### src/design/cbb_pkg.sv
// Shared types and constants for the clipped bitmap blit core.
`timescale 1ns / 1ps
`default_nettype none
package cbb_pkg;

  localparam int COORD_BITS = 16;
  localparam int FIELD_BITS = 16;
  localparam int DIM_BITS   = 12;
  localparam int SUM_BITS   = COORD_BITS + 2;

  localparam int QUEUE_DEPTH = 4;
  localparam int QUEUE_AW    = $clog2(QUEUE_DEPTH);

  localparam logic [FIELD_BITS-1:0] CMD_COLUMN = 16'h002A;
  localparam logic [FIELD_BITS-1:0] CMD_ROW    = 16'h002B;
  localparam logic [FIELD_BITS-1:0] CMD_MEMORY = 16'h002C;
  localparam logic [FIELD_BITS-1:0] LOW_BYTE   = 16'h00FF;

  typedef enum logic [0:0] {
    REG_WIDTH  = 1'b0,
    REG_HEIGHT = 1'b1
  } reg_idx_e;

  typedef enum logic [0:0] {
    KIND_HEADER = 1'b0,
    KIND_PIXEL  = 1'b1
  } kind_e;

  typedef struct packed {
    logic [DIM_BITS-1:0] width;
    logic [DIM_BITS-1:0] height;
  } panel_t;

  typedef struct packed {
    kind_e                 kind;
    logic [DIM_BITS-1:0]   x0;
    logic [DIM_BITS-1:0]   x1;
    logic [DIM_BITS-1:0]   y0;
    logic [DIM_BITS-1:0]   y1;
    logic [FIELD_BITS-1:0] pixel;
  } job_t;

endpackage
`default_nettype wire

### src/design/cbb_front.sv
// Front end: accepts items, clips rectangles, tracks pixel positions, queues jobs.
`timescale 1ns / 1ps
`default_nettype none
module cbb_front (
  input  wire                          clk_i,
  input  wire                          rst_ni,
  input  wire                          in_valid_i,
  output logic                         in_stall_o,
  input  wire                          in_mode_i,
  input  wire  [cbb_pkg::FIELD_BITS-1:0] in_x_i,
  input  wire  [cbb_pkg::FIELD_BITS-1:0] in_y_i,
  input  wire  [cbb_pkg::FIELD_BITS-1:0] in_w_i,
  input  wire  [cbb_pkg::FIELD_BITS-1:0] in_h_i,
  input  wire  [cbb_pkg::FIELD_BITS-1:0] in_pixel_i,
  input  cbb_pkg::panel_t              panel_i,
  input  wire                          full_i,
  output logic                         push_o,
  output cbb_pkg::job_t                push_job_o
);
  import cbb_pkg::*;

  function automatic logic [DIM_BITS-1:0] clamp_dim(input logic signed [SUM_BITS-1:0] v,
                                                    input logic [DIM_BITS-1:0] size);
    logic signed [SUM_BITS-1:0] size_s;
    size_s = SUM_BITS'(size);
    if (v < 0) begin
      return '0;
    end else if (v >= size_s) begin
      return size - DIM_BITS'(1);
    end else begin
      return v[DIM_BITS-1:0];
    end
  endfunction

  localparam logic signed [SUM_BITS-1:0] ONE = 1;

  logic                       accept;
  logic signed [SUM_BITS-1:0] xs, ys, ws, hs, x1s, y1s, wd_s, ht_s;
  logic                       reject, on_panel, col_wrap, row_wrap;
  logic [COORD_BITS:0]        col_inc, row_inc;

  logic                       session_q, session_d;
  logic signed [SUM_BITS-1:0] origin_x_q, origin_x_d;
  logic signed [SUM_BITS-1:0] cur_x_q, cur_x_d, cur_y_q, cur_y_d;
  logic [COORD_BITS-1:0]      span_cols_q, span_cols_d, span_rows_q, span_rows_d;
  logic [COORD_BITS-1:0]      col_q, col_d, row_q, row_d;

  assign in_stall_o = full_i;
  assign accept     = in_valid_i && !full_i;

  assign xs   = SUM_BITS'(signed'(in_x_i[COORD_BITS-1:0]));
  assign ys   = SUM_BITS'(signed'(in_y_i[COORD_BITS-1:0]));
  assign ws   = SUM_BITS'(signed'(in_w_i[COORD_BITS-1:0]));
  assign hs   = SUM_BITS'(signed'(in_h_i[COORD_BITS-1:0]));
  assign wd_s = SUM_BITS'(panel_i.width);
  assign ht_s = SUM_BITS'(panel_i.height);
  assign x1s  = xs + ws - ONE;
  assign y1s  = ys + hs - ONE;

  assign reject = (panel_i.width == '0) || (panel_i.height == '0) || (xs >= wd_s)
                  || (ys >= ht_s);
  assign on_panel = (cur_x_q >= 0) && (cur_x_q < wd_s) && (cur_y_q >= 0) && (cur_y_q < ht_s);

  assign col_inc  = (COORD_BITS + 1)'(col_q) + (COORD_BITS + 1)'(1);
  assign row_inc  = (COORD_BITS + 1)'(row_q) + (COORD_BITS + 1)'(1);
  assign col_wrap = (col_inc == {1'b0, span_cols_q});
  assign row_wrap = (row_inc == {1'b0, span_rows_q});

  always_comb begin
    push_o           = 1'b0;
    push_job_o.kind  = in_mode_i ? KIND_PIXEL : KIND_HEADER;
    push_job_o.x0    = clamp_dim(xs, panel_i.width);
    push_job_o.x1    = clamp_dim(x1s, panel_i.width);
    push_job_o.y0    = clamp_dim(ys, panel_i.height);
    push_job_o.y1    = clamp_dim(y1s, panel_i.height);
    push_job_o.pixel = in_pixel_i;

    session_d   = session_q;
    origin_x_d  = origin_x_q;
    cur_x_d     = cur_x_q;
    cur_y_d     = cur_y_q;
    span_cols_d = span_cols_q;
    span_rows_d = span_rows_q;
    col_d       = col_q;
    row_d       = row_q;

    if (accept) begin
      if (!in_mode_i) begin
        session_d = 1'b0;
        if (!reject) begin
          push_o      = 1'b1;
          session_d   = (ws > 0) && (hs > 0);
          origin_x_d  = xs;
          cur_x_d     = xs;
          cur_y_d     = ys;
          span_cols_d = ws[COORD_BITS-1:0];
          span_rows_d = hs[COORD_BITS-1:0];
          col_d       = '0;
          row_d       = '0;
        end
      end else if (session_q) begin
        push_o = on_panel;
        if (col_wrap) begin
          col_d   = '0;
          cur_x_d = origin_x_q;
          if (row_wrap) begin
            row_d     = '0;
            session_d = 1'b0;
          end else begin
            row_d   = row_inc[COORD_BITS-1:0];
            cur_y_d = cur_y_q + ONE;
          end
        end else begin
          col_d   = col_inc[COORD_BITS-1:0];
          cur_x_d = cur_x_q + ONE;
        end
      end
    end
  end

  always_ff @(posedge clk_i or negedge rst_ni) begin
    if (!rst_ni) begin
      session_q   <= 1'b0;
      origin_x_q  <= '0;
      cur_x_q     <= '0;
      cur_y_q     <= '0;
      span_cols_q <= '0;
      span_rows_q <= '0;
      col_q       <= '0;
      row_q       <= '0;
    end else begin
      session_q   <= session_d;
      origin_x_q  <= origin_x_d;
      cur_x_q     <= cur_x_d;
      cur_y_q     <= cur_y_d;
      span_cols_q <= span_cols_d;
      span_rows_q <= span_rows_d;
      col_q       <= col_d;
      row_q       <= row_d;
    end
  end

endmodule
`default_nettype wire

### src/design/cbb_queue.sv
// Small job queue between the front end and the bus sequencer.
`timescale 1ns / 1ps
`default_nettype none
module cbb_queue (
  input  wire            clk_i,
  input  wire            rst_ni,
  input  wire            push_i,
  input  cbb_pkg::job_t  push_job_i,
  output logic           full_o,
  input  wire            pop_i,
  output cbb_pkg::job_t  head_o,
  output logic           empty_o
);
  import cbb_pkg::*;

  job_t                  slot_q [QUEUE_DEPTH];
  logic [QUEUE_AW-1:0]   wr_q, rd_q;
  logic [QUEUE_AW:0]     count_q;
  logic                  do_push, do_pop;

  assign full_o  = (count_q == (QUEUE_AW + 1)'(QUEUE_DEPTH));
  assign empty_o = (count_q == '0);
  assign head_o  = slot_q[rd_q];
  assign do_push = push_i && !full_o;
  assign do_pop  = pop_i && !empty_o;

  always_ff @(posedge clk_i) begin
    if (do_push) begin
      slot_q[wr_q] <= push_job_i;
    end
  end

  always_ff @(posedge clk_i or negedge rst_ni) begin
    if (!rst_ni) begin
      wr_q    <= '0;
      rd_q    <= '0;
      count_q <= '0;
    end else begin
      if (do_push) begin
        wr_q <= wr_q + QUEUE_AW'(1);
      end
      if (do_pop) begin
        rd_q <= rd_q + QUEUE_AW'(1);
      end
      if (do_push && !do_pop) begin
        count_q <= count_q + (QUEUE_AW + 1)'(1);
      end else if (do_pop && !do_push) begin
        count_q <= count_q - (QUEUE_AW + 1)'(1);
      end
    end
  end

endmodule
`default_nettype wire

### src/design/cbb_back.sv
// Back end: expands queued jobs into panel bus beats behind an output register.
`timescale 1ns / 1ps
`default_nettype none
module cbb_back (
  input  wire                            clk_i,
  input  wire                            rst_ni,
  input  cbb_pkg::job_t                  head_i,
  input  wire                            empty_i,
  output logic                           pop_o,
  output logic                           out_valid_o,
  input  wire                            out_stall_i,
  output logic                           out_is_command_o,
  output logic [cbb_pkg::FIELD_BITS-1:0] out_bus_value_o,
  output logic                           out_last_o
);
  import cbb_pkg::*;

  typedef enum logic [3:0] {
    B_CMD_COL = 4'd0,
    B_X0_HI   = 4'd1,
    B_X0_LO   = 4'd2,
    B_X1_HI   = 4'd3,
    B_X1_LO   = 4'd4,
    B_CMD_ROW = 4'd5,
    B_Y0_HI   = 4'd6,
    B_Y0_LO   = 4'd7,
    B_Y1_HI   = 4'd8,
    B_Y1_LO   = 4'd9,
    B_CMD_MEM = 4'd10
  } beat_e;

  beat_e                 beat_q;
  logic                  load, emit;
  logic                  is_cmd, is_last;
  logic [FIELD_BITS-1:0] value;

  logic                  valid_q, cmd_q, last_q;
  logic [FIELD_BITS-1:0] value_q;

  assign load  = !valid_q || !out_stall_i;
  assign emit  = load && !empty_i;
  assign pop_o = emit && is_last;

  always_comb begin
    is_cmd  = 1'b0;
    is_last = 1'b0;
    value   = head_i.pixel;
    if (head_i.kind == KIND_PIXEL) begin
      is_last = 1'b1;
    end else begin
      unique case (beat_q)
        B_CMD_COL: begin is_cmd = 1'b1; value = CMD_COLUMN; end
        B_X0_HI:   value = FIELD_BITS'(head_i.x0 >> 8);
        B_X0_LO:   value = FIELD_BITS'(head_i.x0) & LOW_BYTE;
        B_X1_HI:   value = FIELD_BITS'(head_i.x1 >> 8);
        B_X1_LO:   value = FIELD_BITS'(head_i.x1) & LOW_BYTE;
        B_CMD_ROW: begin is_cmd = 1'b1; value = CMD_ROW; end
        B_Y0_HI:   value = FIELD_BITS'(head_i.y0 >> 8);
        B_Y0_LO:   value = FIELD_BITS'(head_i.y0) & LOW_BYTE;
        B_Y1_HI:   value = FIELD_BITS'(head_i.y1 >> 8);
        B_Y1_LO:   value = FIELD_BITS'(head_i.y1) & LOW_BYTE;
        B_CMD_MEM: begin is_cmd = 1'b1; is_last = 1'b1; value = CMD_MEMORY; end
        default:   begin is_last = 1'b1; end
      endcase
    end
  end

  always_ff @(posedge clk_i or negedge rst_ni) begin
    if (!rst_ni) begin
      beat_q  <= B_CMD_COL;
      valid_q <= 1'b0;
      cmd_q   <= 1'b0;
      last_q  <= 1'b0;
      value_q <= '0;
    end else if (load) begin
      valid_q <= emit;
      if (emit) begin
        cmd_q   <= is_cmd;
        last_q  <= is_last;
        value_q <= value;
        beat_q  <= is_last ? B_CMD_COL : beat_e'(beat_q + 4'd1);
      end
    end
  end

  assign out_valid_o      = valid_q;
  assign out_is_command_o = cmd_q;
  assign out_bus_value_o  = value_q;
  assign out_last_o       = last_q;

endmodule
`default_nettype wire

### src/design/clipped_bitmap_blit_to_panel_core.sv
// Top level of the clipped bitmap blit core: panel size registers and the pipeline.
//
//   channel  direction  handshake                 payload
//   in       input      in_valid_i / in_stall_o   mode, x, y, w, h, pixel
//   out      output     out_valid_o / out_stall_i is_command, bus_value, last
//   cfg      input      cfg_valid_i / cfg_ready_o cfg_index_i, cfg_wdata_i
//
// One input beat per cycle while the job queue has room; a pixel gives at most one
// output beat, an unrejected start eleven, sent one per cycle by the back-end
// sequencer when not stalled; jobs pass the queue, then the output register.
// Reset is asynchronous and active low; panel size resets to 320 by 480.
// Output stall fills the four-entry queue, after which in_stall_o rises.
`timescale 1ns / 1ps
`default_nettype none
module clipped_bitmap_blit_to_panel_core (
  input  wire                            clk_i,
  input  wire                            rst_ni,
  input  wire                            in_valid_i,
  output logic                           in_stall_o,
  input  wire                            in_mode_i,
  input  wire  [cbb_pkg::FIELD_BITS-1:0] in_x_i,
  input  wire  [cbb_pkg::FIELD_BITS-1:0] in_y_i,
  input  wire  [cbb_pkg::FIELD_BITS-1:0] in_w_i,
  input  wire  [cbb_pkg::FIELD_BITS-1:0] in_h_i,
  input  wire  [cbb_pkg::FIELD_BITS-1:0] in_pixel_i,
  output logic                           out_valid_o,
  input  wire                            out_stall_i,
  output logic                           out_is_command_o,
  output logic [cbb_pkg::FIELD_BITS-1:0] out_bus_value_o,
  output logic                           out_last_o,
  input  wire                            cfg_valid_i,
  output logic                           cfg_ready_o,
  input  wire                            cfg_index_i,
  input  wire  [cbb_pkg::DIM_BITS-1:0]   cfg_wdata_i
);
  import cbb_pkg::*;

  panel_t panel_q;
  logic   push, pop, full, empty;
  job_t   push_job, head;

  assign cfg_ready_o = 1'b1;

  always_ff @(posedge clk_i or negedge rst_ni) begin
    if (!rst_ni) begin
      panel_q.width  <= DIM_BITS'(320);
      panel_q.height <= DIM_BITS'(480);
    end else if (cfg_valid_i && cfg_ready_o) begin
      unique case (reg_idx_e'(cfg_index_i))
        REG_WIDTH:  panel_q.width  <= cfg_wdata_i;
        REG_HEIGHT: panel_q.height <= cfg_wdata_i;
        default:    panel_q        <= panel_q;
      endcase
    end
  end

  cbb_front u_front (
    .clk_i      (clk_i),
    .rst_ni     (rst_ni),
    .in_valid_i (in_valid_i),
    .in_stall_o (in_stall_o),
    .in_mode_i  (in_mode_i),
    .in_x_i     (in_x_i),
    .in_y_i     (in_y_i),
    .in_w_i     (in_w_i),
    .in_h_i     (in_h_i),
    .in_pixel_i (in_pixel_i),
    .panel_i    (panel_q),
    .full_i     (full),
    .push_o     (push),
    .push_job_o (push_job)
  );

  cbb_queue u_queue (
    .clk_i      (clk_i),
    .rst_ni     (rst_ni),
    .push_i     (push),
    .push_job_i (push_job),
    .full_o     (full),
    .pop_i      (pop),
    .head_o     (head),
    .empty_o    (empty)
  );

  cbb_back u_back (
    .clk_i            (clk_i),
    .rst_ni           (rst_ni),
    .head_i           (head),
    .empty_i          (empty),
    .pop_o            (pop),
    .out_valid_o      (out_valid_o),
    .out_stall_i      (out_stall_i),
    .out_is_command_o (out_is_command_o),
    .out_bus_value_o  (out_bus_value_o),
    .out_last_o       (out_last_o)
  );

endmodule
`default_nettype wire

### config.mk
export PLATFORM = sky130hd
export DESIGN_NAME = clipped_bitmap_blit_to_panel_core
export DESIGN_NICKNAME = d
export VERILOG_FILES = /design/src/design/cbb_pkg.sv /design/src/design/cbb_front.sv /design/src/design/cbb_queue.sv /design/src/design/cbb_back.sv /design/src/design/clipped_bitmap_blit_to_panel_core.sv
export SDC_FILE = /design/constraint.sdc
export NUM_CORES = 1
export LEC_CHECK = 0
export BUFFER_PORTS_ARGS = -buffer_cell sky130_fd_sc_hd__clkbuf_2
export CAP_MARGIN = 20
export CELL_PAD_IN_SITES_DETAIL_PLACEMENT = 0
export CELL_PAD_IN_SITES_GLOBAL_PLACEMENT = 1
export CORE_UTILIZATION = 40
export DETAILED_ROUTE_END_ITERATION = 8
export GPL_TIMING_DRIVEN = 1
export HOLD_SLACK_MARGIN = 0.1
export PLACE_DENSITY_LB_ADDON = 0.12
export SYNTH_ARGS = -nofsm -noshare
export SYNTH_HDL_FRONTEND = slang
export SYNTH_HIERARCHICAL = 1
export SYNTH_SLANG_ARGS = --single-unit
export TNS_END_PERCENT = 30
### constraint.sdc
create_clock -name clk_i -period 6.1 [get_ports clk_i]
set_clock_uncertainty 0.2 [all_clocks]
set_input_delay 1.22 -clock clk_i [delete_from_list [all_inputs] [get_ports clk_i]]
set_output_delay 1.22 -clock clk_i [all_outputs]
set_load 0.01 [all_outputs]
==> run metrics <==
outcome finished, final reports clean; num ports 120; Mapped Avg Cell Area ~11 sq um; Resized cells post-CTS 0; vias in the first global route ~17k; Seq/Total Area, Yosys roughly 49%; library cells used by synthesis 96; Iteration-0 DRC Markers 1219; vias per cell 5.67; Tightest Hold Check Type flip-flop to flip-flop; latest clock arrival within the worst-skew pair approximately 600 ps; vias 17.5k; worst hold slack around 270 ps; drt drc 0; share of cells above drive strength 1 16.4%; die area 62700 sq um; number of post-CTS setup repair buffers 0; PD cells 371 nW/um^2; nets around 2.5k; Final Hold Vio Count 0; Static Leak 11.1 nW; FF+latch count, synth 431; commonest non-fill, non-tap cell in the layout edfxtp_1; Final min period 5140 ps; main flop type after synthesis edfxtp_1; Fmax achieved 195 MHz; routed len/inst roughly 23 um; # setup viols final 0; Max-Cap Viols 0; Syn. warnings 6; remaining antenna violation count 0; VDD IR max roughly 0.19 mV; pin count of the biggest net entering global routing approximately 140; Clock Tree Buf Depth 3; diode count 0; CTS root buffer clkbuf_16; Core ar. approximately 61000 sq um; TNS Setup 0 ps; crit end category flip-flop; hold-fix buffer count after cts 0; Synth async-reset ratio 39.7%; Num CTS Buffers 48; CP Class primary input to flip-flop; initial antenna violation count 2; Core Rows 90; number of synthesized flops with an enable pin 260; Util after Layout approximately 45%; cell area after synthesis 24700 sq um; crit path max fanout 11; GRT overflow 0; RD Place Congestion 0.871; CP startpoint kind primary input; Area growth, synth to finish 11.1%; DP HPWL between 50000 and 60000 um; Final Slew Violations 0; syn nets approximately 2.4k; Crit path arrival time between 5000 and 6000 ps; fin crit share a little over four fifths; clock sink total approximately 430; drt first pass iters 5; Die Y around 250 um; first-pass GRT wire length 108000 um; final wirelength a little over 70000 um; most frequent cells in the layout 260 x edfxtp_1, 198 x nand2_1, 180 x inv_1, 163 x dfrtp_1, 150 x ha_1; RSZ-0062 raised after global routing false; Initial Util between 40% and 50%; worst-margin pin slew about 1100 ps; CTS tree done; clock slew at reported path FFs ~60 ps; Total Routing Usage GR 22.6%; Worst Path Required about 6300 ps; synthesized instance count roughly 2.2k; Buffers on Ports roughly 120; worst rel slew slack between 20% and 30%; die width roughly 250 um; H-tree depth 2
[sequential cells by signal, indices dropped and copies added, names as in the netlist]
register,count
u_front/col_q,16
u_front/row_q,16
u_front/session_q,1
u_back/out_valid_o,1
u_queue/rd_q,2
u_queue/slot_q,260
panel_q,24
u_front/cur_x_q,18
u_front/span_rows_q,16
u_back/beat_q,4
u_back/out_last_o,1
u_back/out_is_command_o,1
u_queue/wr_q,2
u_front/cur_y_q,18
u_front/origin_x_q,16
u_front/span_cols_q,16
u_back/out_bus_value_o,16
u_queue/count_q,3
[routing by layer]
layer	routed length (um)	global-route usage (%)	vias up
met5	30	0	-
li1	-	-	8264
met1	32700	31.6	8725
met4	1660	6.45	4
met2	33500	36.9	420
met3	2890	2.53	105
[worst paths after layout]
kind / slack (ps) / depth (start not counted) / to / start
min in group asynchronous: 340 / 1 / u_back/out_bus_value_o[15] / rst_ni
hold / removal: 270 / 1 / u_queue/count_q[2] / u_queue/count_q[2]
hold reg to reg: 270 / 1 / u_queue/count_q[2] / u_queue/count_q[2]
setup reg to reg: 1320 / 10 / u_front/row_q[8] / u_front/col_q[0]
max in group asynchronous: 4240 / 2 / u_front/col_q[4] / rst_ni
setup / recovery: 960 / 21 / u_queue/slot_q[2][50] / in_x_i[1]
[critical path: stages]
cell	delay [ps]
clkbuf_2	130
inv_1	70
ha_1	280
inv_1	70
ha_1	190
inv_1	60
fa_1	390
nand2b_1	180
a21oi_1	210
nor3_1	110
xnor2_1	210
ha_1	280
a21o_1	180
a21oi_1	190
nand2_1	70
o21bai_1	160
a31o_2	230
a311oi_1	400
nand2_1	100
buf_4	220
mux2i_1	340
[cells in the mapped netlist, types with 15 or more instances]
cell      number  area (sq um)
edfxtp_1     260          7810
mux4_2        65          1460
a211oi_1      33           248
nor4_1        35           219
nor3_1        50           250
a31oi_1       22           138
xnor2_1       70           613
nor2b_1       15          93.8
buf_2         26           130
and3_1        31           194
a21oi_1       80           400
mux2_2        20           225
a21o_1        27           203
clkbuf_1      60           225
nor2_1       113           424
nand3_1       61           305
inv_1        180           676
nand2b_1      15          93.8
nand2_1      199           747
nand4_1       24           150
ha_1         150          1880
xor2_1        28           245
dfrtp_1      165          4130
buf_4         26           195
a22o_1        15           131
and2_1        15          93.8
o21ai_0      103           515
mux2i_1       24           240
[logic make-up after synthesis]
family,after synthesis,share of synthesized area (%)
fa+ha+maj,153,7.84
buf+inv,315,5.92
simple gates,617,12.5
compound gates,462,12.8
other cells,1,0.0152
flops,431,49.0
xor+xnor,98,3.48
mux,119,8.42
[where the power goes]
| part | internal, W | leakage (nW) | total [W] | switching [W] |
|---|---|---|---|---|
| clock network | 0.00176 | 0.793 | 0.00296 | 0.00120 |
| logic | 0.00142 | 5.78 | 0.00324 | 0.00181 |
| registers | 0.00354 | 4.51 | 0.00397 | 0.000429 |
| total | 0.00672 | 11.1 | 0.0102 | 0.00345 |
[metrics by stage]
step           cell area [sq um]  std cells  setup WS, ps  power (W)
3_5_place_dp               25800       2999           349    0.00728
3_3_place_gp               25800       2999           548    0.00724
5_1_grt                    27400       3088           665     0.0108
4_1_cts                    27400       3088          1010     0.0103
2_1_floorplan              24700       2196           359    0.00630
6_report                   27400       3088           964     0.0102
[area by class of cell]
class                      instances  area, sq um
inverter                         181          679
sequential                       431        12100
fill                            5665        33300
timing repair buffer             155          890
clock buffer                      63         1300
tap                              782          978
multi-input combinational       1450        11200
clock inverter                    26          322
Power figures use the tool's default switching activity.
